## src/design/pidtl_pkg.sv

```systemverilog
// Shared types, register codes and arithmetic helpers for the PID controller core.
package pidtl_pkg;

	// Widths fixed by the item and register fields.
	localparam int DATA_W    = 32;
	localparam int LIMIT_W   = 31;
	localparam int COUNT_W   = 16;
	localparam int MODE_W    = 2;
	localparam int CFG_IDX_W = 3;
	localparam int WIDE_W    = 48;

	// Input mode codes.
	localparam logic [MODE_W-1:0] MODE_SET   = 2'd0;
	localparam logic [MODE_W-1:0] MODE_MEAS  = 2'd1;
	localparam logic [MODE_W-1:0] MODE_CLEAR = 2'd2;

	// Configuration register indexes.
	localparam logic [CFG_IDX_W-1:0] REG_GAIN_P  = 3'd0;
	localparam logic [CFG_IDX_W-1:0] REG_GAIN_I  = 3'd1;
	localparam logic [CFG_IDX_W-1:0] REG_GAIN_D  = 3'd2;
	localparam logic [CFG_IDX_W-1:0] REG_LIMIT_P = 3'd3;
	localparam logic [CFG_IDX_W-1:0] REG_LIMIT_I = 3'd4;
	localparam logic [CFG_IDX_W-1:0] REG_LIMIT_D = 3'd5;

	// Saturation bounds for a signed 32-bit result.
	localparam logic signed [WIDE_W-1:0] SAT_MAX = 48'sh0000_7FFF_FFFF;
	localparam logic signed [WIDE_W-1:0] SAT_MIN = -48'sh0000_8000_0000;
	localparam logic [COUNT_W-1:0] COUNT_FULL = '1;

	// Operation decoded by the front end.
	typedef enum logic [1:0] {
		OP_SET,
		OP_MEAS,
		OP_CLEAR,
		OP_NONE
	} op_t;

	// One queued request: decoded operation and its operand.
	typedef struct packed {
		op_t                     op;
		logic signed [DATA_W-1:0] value;
	} qent_t;

	// Configuration register set.
	typedef struct packed {
		logic signed [DATA_W-1:0] gain_p;
		logic signed [DATA_W-1:0] gain_i;
		logic signed [DATA_W-1:0] gain_d;
		logic [LIMIT_W-1:0]       limit_p;
		logic [LIMIT_W-1:0]       limit_i;
		logic [LIMIT_W-1:0]       limit_d;
	} cfg_t;

	// Result of a magnitude clamp.
	typedef struct packed {
		logic signed [DATA_W-1:0] value;
		logic                     hit;
	} clamp_t;

	// Saturate a wide signed value to 32 bits.
	function automatic logic signed [DATA_W-1:0] sat32(input logic signed [WIDE_W-1:0] v);
		logic signed [DATA_W-1:0] r;
		if (v > SAT_MAX) begin
			r = SAT_MAX[DATA_W-1:0];
		end else if (v < SAT_MIN) begin
			r = SAT_MIN[DATA_W-1:0];
		end else begin
			r = v[DATA_W-1:0];
		end
		return r;
	endfunction

	// Clamp a term to plus or minus its limit; equality is not a clamp.
	function automatic clamp_t clamp_term(input logic signed [DATA_W-1:0] v,
			input logic [LIMIT_W-1:0] lim);
		clamp_t                   r;
		logic signed [DATA_W-1:0] pos;
		logic signed [DATA_W-1:0] neg;
		pos = signed'({1'b0, lim});
		neg = -pos;
		if (v > pos) begin
			r.value = pos;
			r.hit   = 1'b1;
		end else if (v < neg) begin
			r.value = neg;
			r.hit   = 1'b1;
		end else begin
			r.value = v;
			r.hit   = 1'b0;
		end
		return r;
	endfunction

	// Saturating counter step.
	function automatic logic [COUNT_W-1:0] bump(input logic [COUNT_W-1:0] c, input logic hit);
		logic [COUNT_W-1:0] r;
		r = c;
		if (hit && (c != COUNT_FULL)) begin
			r = c + 1'b1;
		end
		return r;
	endfunction

endpackage

```

## src/design/pidtl_regs.sv

```systemverilog
// Configuration register file for gains and term limits.
module pidtl_regs (
	input  logic                              clk,
	input  logic                              arst_n,
	input  logic                              cfg_valid,
	output logic                              cfg_ready,
	input  logic [pidtl_pkg::CFG_IDX_W-1:0]   cfg_index,
	input  logic [pidtl_pkg::DATA_W-1:0]      cfg_data,
	output pidtl_pkg::cfg_t                   cfg
);
	import pidtl_pkg::*;

	cfg_t cfg_q;

	// Writes are always taken.
	assign cfg_ready = 1'b1;
	assign cfg       = cfg_q;

	// Register writes by index; unknown indexes are dropped.
	always_ff @(posedge clk or negedge arst_n) begin
		if (!arst_n) begin
			cfg_q.gain_p  <= '0;
			cfg_q.gain_i  <= '0;
			cfg_q.gain_d  <= '0;
			cfg_q.limit_p <= '1;
			cfg_q.limit_i <= '1;
			cfg_q.limit_d <= '1;
		end else if (cfg_valid && cfg_ready) begin
			case (cfg_index)
				REG_GAIN_P:  cfg_q.gain_p  <= signed'(cfg_data);
				REG_GAIN_I:  cfg_q.gain_i  <= signed'(cfg_data);
				REG_GAIN_D:  cfg_q.gain_d  <= signed'(cfg_data);
				REG_LIMIT_P: cfg_q.limit_p <= cfg_data[LIMIT_W-1:0];
				REG_LIMIT_I: cfg_q.limit_i <= cfg_data[LIMIT_W-1:0];
				REG_LIMIT_D: cfg_q.limit_d <= cfg_data[LIMIT_W-1:0];
				default: begin
				end
			endcase
		end
	end

endmodule

```

## config.mk

```make
export PLATFORM = sky130hd
export DESIGN_NAME = pidtl_regs
export DESIGN_NICKNAME = d
export VERILOG_FILES = /design/src/design/pidtl_pkg.sv /design/src/design/pidtl_regs.sv
export SDC_FILE = /design/constraint.sdc
export NUM_CORES = 1
export LEC_CHECK = 0
export ABC_AREA = 1
export BUFFER_PORTS_ARGS = -buffer_cell sky130_fd_sc_hd__buf_2
export CORE_MARGIN = 2
export CORE_UTILIZATION = 51
export DETAILED_ROUTE_END_ITERATION = 8
export PLACE_DENSITY = 0.85
export SYNTH_ARGS = -nofsm -noshare
export SYNTH_HDL_FRONTEND = slang
export SYNTH_SLANG_ARGS = --single-unit
```

## constraint.sdc

```tcl
create_clock -name clk -period 0.8 [get_ports clk]
set_input_delay 0.16 -clock clk [delete_from_list [all_inputs] [get_ports clk]]
set_output_delay 0.16 -clock clk [all_outputs]
set_load 0.03 [all_outputs]
```

==> metrics <==
WS Path Type=reg2out; top fanout value on the critical path=2; clock latency on the worst-skew pair=approximately 0.42 ns; Area Growth Syn to Fin=56.0%; Critical Path AT=roughly 1.1 ns; cell taking the most area after synthesis=dfstp_2; Core ar.=between 10000 and 15000 sq um; share of the synthesized area in the top cell type=0.327; RSZ-0062 raised after global routing=yes; Die X=125 um; Setup TNS=-76.25 ns; final setup fails=218; failing checks=setup timing; Design Area, Final=11700 sq um; layout net count=around 1.2k; Netlist cell types=13; Starting Density=0.519; Seq/Total Area, Yosys=0.648; outcome=finished, violations left; slowest cell on the critical path=dfstp_2; DP Area=9040 sq um; clk_skew=0 ns; maximum VDD drop=roughly 2000 uV; Slew Limit Fails=0; I/O pin cnt=228; Die Ht=125 um; Via density=5.70; register bit total from synthesis=189; initial drt markers=1137; Critical Path, Cell by Cell=buf_6; TritonCTS clock tree=done; FP Rows=44; critical path depth=1; Hold Path Depth=3; largest cells by area after synthesis=dfstp_2 (33%), dfrtp_1 (32%), nand2_1 (23%), nand3_1 (8.5%), buf_2 (2.0%); CP required=about 0.64 ns; CP top delay family=flip-flops; syn nets=868; critical path launch point type=flop; max FFs per register=189; routability cong.=0.864; DR vias=7708; port bufs=226; Peak Freq=771 MHz; initial antenna violation count=1; Detail Placement HPWL=15400 um; grt ovf=0; DRC Markers=0; crit-path max cell delay=0.57 ns; Synth Cell Area=7480 sq um; root buf cell=clkbuf_16; die area=15700 sq um; Core Util, Final=0.809; GRT Util Overall=0.345; Cells after Synth=830; Yosys warnings=0; number of global-route vias before repair=roughly 7.5k; worst reg-to-reg path cell count=4; CTS sink count=189; CTS Buf Count=17; remaining antenna violation count=0; largest net degree at the start of global routing=51; final wirelength=28300 um; H-Tree Depth=4; Final Hold Fails=0; Cell Pwr Density=2920 nW/um^2; clock-pin slew of the registers on the worst-case setup and hold paths=~0.070 ns; Worst Path Buf+Inv=1; Max-Cap Viols=0; Worst setup EP type=output port; global-route wire length before repair=41900 um; minimum clock period=1.30 ns; WL/cell=20.9 um; leakage=slightly above 6 nW; Setup WS pre-CTS=-0.383 ns; worst min path class=in2reg; final setup margin=-0.496 ns; total iterations of the first detailed-routing run=8; fin crit share=1.62; Mapped Avg Cell Area=~9 sq um; share of cells above drive strength 1=0.432; clk buf depth=2
-- path summary, 6_finish.rpt --
path,start,end,slack (ns)
max in group asynchronous,arst_n,cfg[52],0.14
worst min register to register,cfg[54],cfg[54],0.47
worst min-delay path,cfg_data[2],cfg[2],0.02
worst max-delay path,cfg[14],cfg[14],-0.50
worst max register to register,cfg[137],cfg[137],-0.11
min in group asynchronous,arst_n,cfg[167],0.12
-- per-stage QoR --
step	hold slack (ns)	std cells	total power, mW
2_1_floorplan	-0.136	830	18.5
3_3_place_gp	-0.0214	1225	21.3
3_5_place_dp	-0.0228	1225	21.6
4_1_cts	0.000173	1314	32.7
5_1_grt	0.00726	1352	35.2
6_report	0.0199	1353	34.1
-- per-layer routing --
layer  routed length, um  share of wire  GRT usage
met4                1640          0.058      0.167
met2               14000           0.49      0.578
met3                2740          0.097     0.0800
met1                9920           0.35      0.425
met5                   0              0          0
-- repair_timing --
action | 4_1_cts | 5_1_grt
gates resized for setup | 378 | 45
pin swaps | 3 | 18
hold buffers | 14 | 1
setup endpoints to repair | 189 | 225
setup buffers | 43 | 38
hold endpoints to repair | 140 | 2
-- final cells by class --
cell class              instances  area (sq um)
multi-input cells             584          2480
clock buffers                  21           460
flip-flops and latches        189          4850
clock inverters                11          93.8
inverters                       6          22.5
well taps                     184           230
diodes                          1          2.50
fillers                       759          2760
repair buffers                357          3530
-- synth_stat cells --
cell and count:
conb_1 1, inv_2 4, nand3_1 127, nor2_2 2, nor2_1 3, clkbuf_1 16
nor2_4 1, dfstp_2 93, dfrtp_1 96, nand2_1 450, buf_4 5, inv_1 2
buf_2 30
-- report_power, final --
| part | leakage, nW | switching [mW] | internal, mW |
|---|---|---|---|
| clock network | 0.276 | 3.59 | 4.44 |
| logic | 3.64 | 7.04 | 5.38 |
| registers | 2.18 | 1.59 | 12.0 |
-- cell families after synthesis --
group / count (synthesis) / share of synthesized area
buffers and inverters: 57 / 0.0361
DFF: 189 / 0.648
and+or+nand+nor: 583 / 0.315
other: 1 / 0.000501
-- placed cells by master (no fill, tap or decap) --
| cell type | instances |
|---|---|
| clkinv_4 | 3 |
| dfstp_2 | 93 |
| clkinvlp_4 | 1 |
| nor2_4 | 4 |
| buf_12 | 12 |
| diode_2 | 1 |
| nand2_2 | 25 |
| inv_2 | 4 |
| buf_4 | 93 |
| nor2_2 | 2 |
| nand2_1 | 421 |
| buf_6 | 201 |
| clkbuf_1 | 2 |
| nand3_1 | 127 |
| dfrtp_1 | 96 |
| conb_1 | 1 |
| clkinv_2 | 6 |
| bufinv_16 | 1 |
| buf_2 | 36 |
| dlygate4sd3_1 | 15 |
| clkbuf_8 | 2 |
| nand2_4 | 4 |
| clkbuf_16 | 17 |
| inv_1 | 2 |
Power figures use the tool's default switching activity.
