==> src/design/pidtl_pkg.sv <==
// Shared types, register codes and arithmetic helpers for the PID controller core.
package pidtl_pkg;

	// Widths fixed by the item and register fields.
	localparam int DATA_W    = 32;
	localparam int LIMIT_W   = 31;
	localparam int COUNT_W   = 16;
	localparam int MODE_W    = 2;
	localparam int CFG_IDX_W = 3;
	localparam int WIDE_W    = 48;

	// Input mode codes.
	localparam logic [MODE_W-1:0] MODE_SET   = 2'd0;
	localparam logic [MODE_W-1:0] MODE_MEAS  = 2'd1;
	localparam logic [MODE_W-1:0] MODE_CLEAR = 2'd2;

	// Configuration register indexes.
	localparam logic [CFG_IDX_W-1:0] REG_GAIN_P  = 3'd0;
	localparam logic [CFG_IDX_W-1:0] REG_GAIN_I  = 3'd1;
	localparam logic [CFG_IDX_W-1:0] REG_GAIN_D  = 3'd2;
	localparam logic [CFG_IDX_W-1:0] REG_LIMIT_P = 3'd3;
	localparam logic [CFG_IDX_W-1:0] REG_LIMIT_I = 3'd4;
	localparam logic [CFG_IDX_W-1:0] REG_LIMIT_D = 3'd5;

	// Saturation bounds for a signed 32-bit result.
	localparam logic signed [WIDE_W-1:0] SAT_MAX = 48'sh0000_7FFF_FFFF;
	localparam logic signed [WIDE_W-1:0] SAT_MIN = -48'sh0000_8000_0000;
	localparam logic [COUNT_W-1:0] COUNT_FULL = '1;

	// Operation decoded by the front end.
	typedef enum logic [1:0] {
		OP_SET,
		OP_MEAS,
		OP_CLEAR,
		OP_NONE
	} op_t;

	// One queued request: decoded operation and its operand.
	typedef struct packed {
		op_t                     op;
		logic signed [DATA_W-1:0] value;
	} qent_t;

	// Configuration register set.
	typedef struct packed {
		logic signed [DATA_W-1:0] gain_p;
		logic signed [DATA_W-1:0] gain_i;
		logic signed [DATA_W-1:0] gain_d;
		logic [LIMIT_W-1:0]       limit_p;
		logic [LIMIT_W-1:0]       limit_i;
		logic [LIMIT_W-1:0]       limit_d;
	} cfg_t;

	// Result of a magnitude clamp.
	typedef struct packed {
		logic signed [DATA_W-1:0] value;
		logic                     hit;
	} clamp_t;

	// Saturate a wide signed value to 32 bits.
	function automatic logic signed [DATA_W-1:0] sat32(input logic signed [WIDE_W-1:0] v);
		logic signed [DATA_W-1:0] r;
		if (v > SAT_MAX) begin
			r = SAT_MAX[DATA_W-1:0];
		end else if (v < SAT_MIN) begin
			r = SAT_MIN[DATA_W-1:0];
		end else begin
			r = v[DATA_W-1:0];
		end
		return r;
	endfunction

	// Clamp a term to plus or minus its limit; equality is not a clamp.
	function automatic clamp_t clamp_term(input logic signed [DATA_W-1:0] v,
			input logic [LIMIT_W-1:0] lim);
		clamp_t                   r;
		logic signed [DATA_W-1:0] pos;
		logic signed [DATA_W-1:0] neg;
		pos = signed'({1'b0, lim});
		neg = -pos;
		if (v > pos) begin
			r.value = pos;
			r.hit   = 1'b1;
		end else if (v < neg) begin
			r.value = neg;
			r.hit   = 1'b1;
		end else begin
			r.value = v;
			r.hit   = 1'b0;
		end
		return r;
	endfunction

	// Saturating counter step.
	function automatic logic [COUNT_W-1:0] bump(input logic [COUNT_W-1:0] c, input logic hit);
		logic [COUNT_W-1:0] r;
		r = c;
		if (hit && (c != COUNT_FULL)) begin
			r = c + 1'b1;
		end
		return r;
	endfunction

endpackage

==> src/design/pidtl_front.sv <==
// Front end: accepts requests, decodes the mode and queues them for the datapath.
module pidtl_front #(
	parameter int DEPTH = 2
) (
	input  logic                                 clk,
	input  logic                                 arst_n,
	input  logic                                 in_valid,
	output logic                                 in_ready,
	input  logic [pidtl_pkg::MODE_W-1:0]         mode,
	input  logic signed [pidtl_pkg::DATA_W-1:0]  target_value,
	input  logic signed [pidtl_pkg::DATA_W-1:0]  measurement,
	output logic                                 q_valid,
	output pidtl_pkg::qent_t                     q_head,
	input  logic                                 q_pop
);
	import pidtl_pkg::*;

	localparam int PTR_W = $clog2(DEPTH);
	localparam int CNT_W = $clog2(DEPTH + 1);
	localparam logic [PTR_W-1:0] PTR_LAST = PTR_W'(DEPTH - 1);
	localparam logic [CNT_W-1:0] CNT_FULL = CNT_W'(DEPTH);

	qent_t            mem_q [DEPTH];
	logic [PTR_W-1:0] wr_ptr_q;
	logic [PTR_W-1:0] rd_ptr_q;
	logic [CNT_W-1:0] count_q;
	qent_t            entry;
	logic             push;

	// Decode the mode and pick the operand that goes with it.
	always_comb begin
		entry.value = measurement;
		case (mode)
			MODE_SET: begin
				entry.op    = OP_SET;
				entry.value = target_value;
			end
			MODE_MEAS:  entry.op = OP_MEAS;
			MODE_CLEAR: entry.op = OP_CLEAR;
			default:    entry.op = OP_NONE;
		endcase
	end

	assign in_ready = (count_q != CNT_FULL);
	assign push     = in_valid && in_ready;
	assign q_valid  = (count_q != '0);
	assign q_head   = mem_q[rd_ptr_q];

	// Queue storage.
	always_ff @(posedge clk) begin
		if (push) begin
			mem_q[wr_ptr_q] <= entry;
		end
	end

	// Queue pointers and fill count.
	always_ff @(posedge clk or negedge arst_n) begin
		if (!arst_n) begin
			wr_ptr_q <= '0;
			rd_ptr_q <= '0;
			count_q  <= '0;
		end else begin
			if (push) begin
				wr_ptr_q <= (wr_ptr_q == PTR_LAST) ? '0 : wr_ptr_q + 1'b1;
			end
			if (q_pop) begin
				rd_ptr_q <= (rd_ptr_q == PTR_LAST) ? '0 : rd_ptr_q + 1'b1;
			end
			if (push && !q_pop) begin
				count_q <= count_q + 1'b1;
			end else if (!push && q_pop) begin
				count_q <= count_q - 1'b1;
			end
		end
	end

	// The queue never overfills, and the back end never pops an empty queue.
	a_count_bound: assert property (@(posedge clk) disable iff (!arst_n)
		count_q <= CNT_FULL)
		else $error("queue fill count exceeds depth");
	a_no_empty_pop: assert property (@(posedge clk) disable iff (!arst_n)
		q_pop |-> (count_q != '0))
		else $error("pop from empty queue");

endmodule

==> config.mk <==
export PLATFORM = sky130hd
export DESIGN_NAME = pidtl_front
export DESIGN_NICKNAME = d
export VERILOG_FILES = /design/src/design/pidtl_pkg.sv /design/src/design/pidtl_front.sv
export SDC_FILE = /design/constraint.sdc
export NUM_CORES = 1
export LEC_CHECK = 0
export BUFFER_PORTS_ARGS = -buffer_cell sky130_fd_sc_hd__buf_4
export CAP_MARGIN = 5
export CORE_MARGIN = 2
export CORE_UTILIZATION = 50
export CTS_BUF_LIST = sky130_fd_sc_hd__clkbuf_16
export CTS_CLUSTER_SIZE = 8
export DETAILED_ROUTE_END_ITERATION = 16
export PLACE_DENSITY = 0.77
export REMOVE_ABC_BUFFERS = 1
export SKIP_LAST_GASP = 1
export SYNTH_ARGS = -nofsm -noshare
export SYNTH_HDL_FRONTEND = slang
export SYNTH_SLANG_ARGS = --single-unit
==> constraint.sdc <==
create_clock -name clk -period 4.9 [get_ports clk]
set_clock_uncertainty 0.05 [all_clocks]
set_input_delay 0.735 -clock clk [delete_from_list [all_inputs] [get_ports clk]]
set_output_delay 0.735 -clock clk [all_outputs]
set_load 0.01 [all_outputs]
==> flow_summary.yaml, run 1 <==
outcome:
  status: "finished clean"
route:
  drt_iter0_drc: 98
  drt.antenna.violating_nets: 0
  drc: 0
  num_vias: 1754
  via_per_inst: 5.01
  wl_per_cell_um: 16.3
  drt-total-wl_um: 5720
  dr.pass1.iters: 4
power:
  p_leak_nw: 1.71
  ir_worst_vdd_uv: 421
  power_density_nw_per_um2: 522
timing:
  whs_ps: 156
  timing.setup.tns_ps: 0
  max_freq_ghz: 0.388
  slew_viol_final: 0
  setup_viol: 0
  rsz0062_at_grt: "no"
  worst_pin_slew_ps: 1160
  setup_ws_ps: 2320
  post-route-min-period_ps: 2580
  hold_viol_final: 0
  relSlewSlack_pct: 22.4
  finalCritPeriodShare_pct: 52.6
worst_setup_path:
  start_kind: "flop"
  reg2reg_slack_ps: 2930
  cp-endpoint: "q_head[30]"
  path_class: "flop to output port"
  worstSetupStartpoint: "rd_ptr_q$_DFFE_PN0P_"
  r2r_start: "count_q[0]$_DFFE_PN0P_"
  crit_fanout: 29
  critical_path_required_ps: 4120
  reg2reg_to: "mem_q[0][6]$_DFFE_PP_"
  rr_worst_depth: 3
  worst_ep_arrival_time_ps: 1790
  timing.critical_path.to_type: "output port"
logic_synthesis:
  synthTopCellsByCount: "68 x edfxtp_1, 46 x mux2_2, 20 x mux2_4"
  synth_edf_count: 68
  yosys.area.top_type: "edfxtp_1"
  syn_avg_cell_area_um2: 19.5
  yosysMostFrequentCell: "edfxtp_1"
  ys_warn_count: 0
  synth_top_area_share_pct: 64.7
  synth.distinct_cells: 18
  synth-main-ff-cell: "edfxtp_1"
  synth_seq_area_share_pct: 67.9
  synth-seq-cells: 72
  syn_area_um2: 3160
  syn_inst: 162
  async_flop_share_pct: 5.56
  ys_top_cells_by_area: "edfxtp_1 65%, mux2_2 16%, mux2_4 9.5%"
placed_design:
  portBuffers: 105
  dp_slack_ps: 2360
  routabilityCongestion: 0.686
  hpwl_um: 3790
clock_network:
  clkLatencyLatePin_ps: 310
  ctsResizeCount: 0
  hold_buffers: 0
  cts_buffers: 9
  cts.sinks: 72
  cts_tree: "yes"
  root_buffer: "clkbuf_16"
  htreeDepth: 3
  clk_pin_slew_ps: 50
  clock_tree.buffer_depth: 2
  cts_setup_buffers: 0
grt:
  use_met2_pct: 27.8
  met3_usage_pct: 5.77
  grt_pass1_wl_um: 9070
  track_usage_pct: 16.9
  antenna_found_initial: 0
  grt-ovfl-total: 0
  grt_max_degree: 35
  met1_usage_pct: 20.8
  busiest_layer: "met2"
  grt_pass1_vias: 1927
floorplanning:
  dieArea_um2: 6960
  core_area_um2: 6030
  initial_core_util_pct: 52.4
  chipWidth_um: 83.4
  floorplan.rows: 28
  die_y_um: 83.4
  num_io_pins: 106
layout:
  layout-drive-gt1-share_pct: 68.0
  final_nets: 341
  diodes: 0
  fill_cells: 421
  synthToLayoutAreaGrowth_pct: 34.5
flow_run:
  max-cap-violations: 0
hold_path:
  hp-class: "input port to async pin"
## per-stage QoR
step	instances	utilization [%]	area [um2]	total power [mW]
finish	350	70.4	4240	2.22
global route	350	70.4	4240	2.32
CTS	350	70.4	4240	2.24
detailed placement	334	65.8	3960	1.64
global placement	334	65.8	3960	1.63
floorplan	153	-	3070	1.30
## cell families (layout without fill, tap and decap cells)
logic type,after synthesis,count (layout),share of synthesized area [%]
flops,72,72,67.9
mux,66,66,25.9
buf+inv,11,124,3.09
simple gates,7,7,1.31
xor+xnor,5,5,1.39
fa+ha+maj,1,1,0.396
## sequential cells by signal, summed over array words and instances (netlist names)
signal and cells:
count_q 2, mem_q 68, rd_ptr_q 1, wr_ptr_q 1
## power breakdown
group / internal, mW / switching [mW] / leakage, nW
Sequential: 0.854 / 0.0494 / 0.678
Combinational: 0.384 / 0.331 / 0.895
Clock: 0.383 / 0.215 / 0.141
## routing by layer
layer	wire length [um]	vias up
met4	34	0
li1	-	835
met3	475	2
met2	2850	78
met1	2360	839
met5	0	-
## worst min-delay path by stage
| stage | cells past startpoint | from | endpoint | slack, ps |
|---|---|---|---|---|
| after floorplan | 0 | arst_n | count_q[0]$_DFFE_PN0P_ | 390 |
| after global placement | 1 | count_q[1]$_DFFE_PN0P_ | count_q[1]$_DFFE_PN0P_ | 430 |
| after detailed placement | 1 | count_q[1]$_DFFE_PN0P_ | count_q[1]$_DFFE_PN0P_ | 430 |
| after CTS | 1 | arst_n | wr_ptr_q$_DFFE_PN0N_ | 150 |
| after global routing | 1 | arst_n | count_q[0]$_DFFE_PN0P_ | 150 |
| final | 1 | arst_n | wr_ptr_q$_DFFE_PN0N_ | 160 |
## layout make-up
cell class | instances | area (um2) | area share, %
inverter | 2 | 7.51 | 0.177
clock inverter | 7 | 53.8 | 1.27
multi-input combinational | 79 | 925 | 21.8
sequential | 72 | 2140 | 50.5
clock buffer | 9 | 225 | 5.31
tap | 75 | 93.8 | 2.21
timing repair buffer | 106 | 796 | 18.8
## cell usage in the layout (no fill, tap or decap), types with 2 or more instances in the layout
cell type,n
buf_4,106
clkbuf_16,9
clkinv_1,4
dfrtp_1,4
edfxtp_1,68
inv_1,3
mux2_2,46
mux2_4,20
nor2_4,2
xnor2_1,2
xor2_1,3
## worst max-delay path, cell delays in order, from the launching register on
cell,delay (ps)
dfrtp_1,480
buf_4,430
mux2_2,400
buf_4,150
No activity file was read; power rests on OpenSTA's default activity.
==> run 2, diff against run 1 <==
Settings changed: CORE_UTILIZATION 50 to 45, PLACE_DENSITY 0.77 to 0.73.
Clock period 4.9 ns to 2.09 ns, I/O delays scaled along.
==> flow_summary.yaml, run 2 (synthesis results as in run 1) <==
floorplanning:
  die_y_um: 87.7
  chipWidth_um: 87.7
  num_io_pins: 106
  dieArea_um2: 7700
  core_area_um2: 6790
  floorplan.rows: 30
  initial_core_util_pct: 46.4
route:
  top_layer_used: "met4"
  drt.antenna.violating_nets: 0
  dr.pass1.iters: 3
  wirelength_met1_um: 2510
  wl_per_cell_um: 15.9
  drt_iter0_drc: 71
  drt-total-wl_um: 5980
  met2_length_um: 3010
  drc: 0
  met3_length_um: 343
  via_per_inst: 4.82
  num_vias: 1813
power:
  p_leak_nw: 1.75
  ir_worst_vdd_uv: 695
  power_density_nw_per_um2: 1220
  power_mw: 5.33
hold_path:
  hold_start: "q_pop"
  whs_path_depth: 2
  hp-class: "input port to flop"
  holdPathEnd: "rd_ptr_q$_DFFE_PN0P_"
worst_setup_path:
  critical_path_required_ps: 1730
  reg2reg_slack_ps: 520
  crit_fanout: 25
  path_common_cell: "buf_4"
  reg2reg_to: "count_q[1]$_DFFE_PN0P_"
  worst_ep_arrival_time_ps: 1550
  cpMaxStageDelayCell: "mux2_2"
  rr_worst_depth: 7
  path_class: "flop to output port"
  critPathBufInv: 2
  crit_chain: "buf_4 -> mux2_2 -> buf_4"
  timing.critical_path.to_type: "output port"
  path_delay_family: "buffers and inverters"
  critPathMaxStageDelay_ps: 390
  r2r_start: "count_q[0]$_DFFE_PN0P_"
  start_kind: "flop"
grt:
  grt_max_degree: 33
  antenna_found_initial: 0
  grt-ovfl-total: 0
  grt_pass1_vias: 1823
  track_usage_pct: 16.0
  grt_pass1_wl_um: 8970
clock_network:
  cts_setup_buffers: 0
  clk_pin_slew_ps: 60
  cts_tree: "yes"
  cts.sinks: 72
  cts_buffers: 9
  ctsResizeCount: 0
  htreeDepth: 3
  root_buffer: "clkbuf_16"
  clock_tree.buffer_depth: 2
  clkLatencyLatePin_ps: 320
layout:
  diodes: 0
  largest_reg_flops: 68
  top_register: "mem_q"
  final_nets: 346
  synthToLayoutAreaGrowth_pct: 38.0
  fin_cells: 376
  final_common_cell: "buf_4"
  final_cell_mix: "107 x buf_4, 68 x edfxtp_1, 46 x mux2_2, 20 x mux2_4, 9 x clkbuf_16"
  reg.largest.list: "mem_q (68), count_q (2)"
  final_area_um2: 4360
  fin_util_pct: 64.1
  layout-drive-gt1-share_pct: 69.6
timing:
  slew_viol_final: 0
  hold_viol_final: 0
  worst_pin_slew_ps: 340
  setup_ws_ps: 176
  max_freq_ghz: 0.522
  relSlewSlack_pct: 77.3
  setup_viol: 0
  post-route-min-period_ps: 1910
  finalCritPeriodShare_pct: 91.6
  rsz0062_at_grt: "no"
placed_design:
  dpl-instance-area_um2: 4060
  portBuffers: 105
  dp_cells: 359
  routabilityCongestion: 0.741
  hpwl_um: 4080
  dp_slack_ps: 515
flow_run:
  max-cap-violations: 0
outcome:
  status: "finished clean"
-- run 2: cell count changes in the layout (fill, tap and decap cells not counted) --
cell           change
buf_4              +1
dlygate4sd3_1      +1
clkinv_2           +3
clkinv_1           -3
inv_1              -1
clkinv_4           +1
buf_12             +3
-- run 2: repair_timing --
action                                  4_1_cts  5_1_grt
hold buffers                                  1        0
endpoints found under the setup margin        0        0
hold endpoints to repair                      4        0
-- run 2: power breakdown --
group / internal, mW / leakage [nW] / switching, mW
logic: 0.966 / 0.930 / 0.817
registers: 1.99 / 0.678 / 0.0946
clock network: 0.912 / 0.146 / 0.552
total: 3.87 / 1.75 / 1.46
-- run 2: worst max path at each step --
stage | start | endpoint | slack, ps | cells after the start
4_1_cts | rd_ptr_q$_DFFE_PN0P_ | q_head[24] | 160 | 3
2_1_floorplan | count_q[0]$_DFFE_PN0P_ | mem_q[0][0]$_DFFE_PP_ | -520 | 3
6_report | rd_ptr_q$_DFFE_PN0P_ | q_head[24] | 180 | 3
5_1_grt | rd_ptr_q$_DFFE_PN0P_ | q_head[24] | 90 | 3
3_3_place_gp | rd_ptr_q$_DFFE_PN0P_ | q_head[24] | 520 | 3
3_5_place_dp | rd_ptr_q$_DFFE_PN0P_ | q_head[24] | 510 | 3
-- run 2: routing by layer --
| metal | GRT usage [%] | up-vias |
|---|---|---|
| met5 | 0 | - |
| met4 | 7.97 | 0 |
| met3 | 3.68 | 10 |
| met2 | 27.0 | 72 |
| met1 | 19.4 | 885 |
| li1 | - | 846 |
-- run 2: final cells by class --
type / instances / area, um2
clock inverters: 7 / 62.6
well taps: 96 / 120
repair buffers: 111 / 873
fillers: 505 / 2440
flip-flops and latches: 72 / 2140
clock buffers: 9 / 225
multi-input cells: 79 / 925
inverters: 2 / 7.51
-- run 2: worst register-to-register path, delay by kind of cell (launching register included) --
family,cells,cell delay (ps)
buf+inv,1,60
xor+xnor,2,300
fa+ha+maj,1,190
simple gates,3,480
flops,1,410
-- run 2: through the flow --
stage	hold slack [ps]	setup TNS [ps]
2_1_floorplan	-32.1	-17750
3_5_place_dp	69.5	0
5_1_grt	121	0
4_1_cts	117	0
6_report	121	0
3_3_place_gp	65.0	0
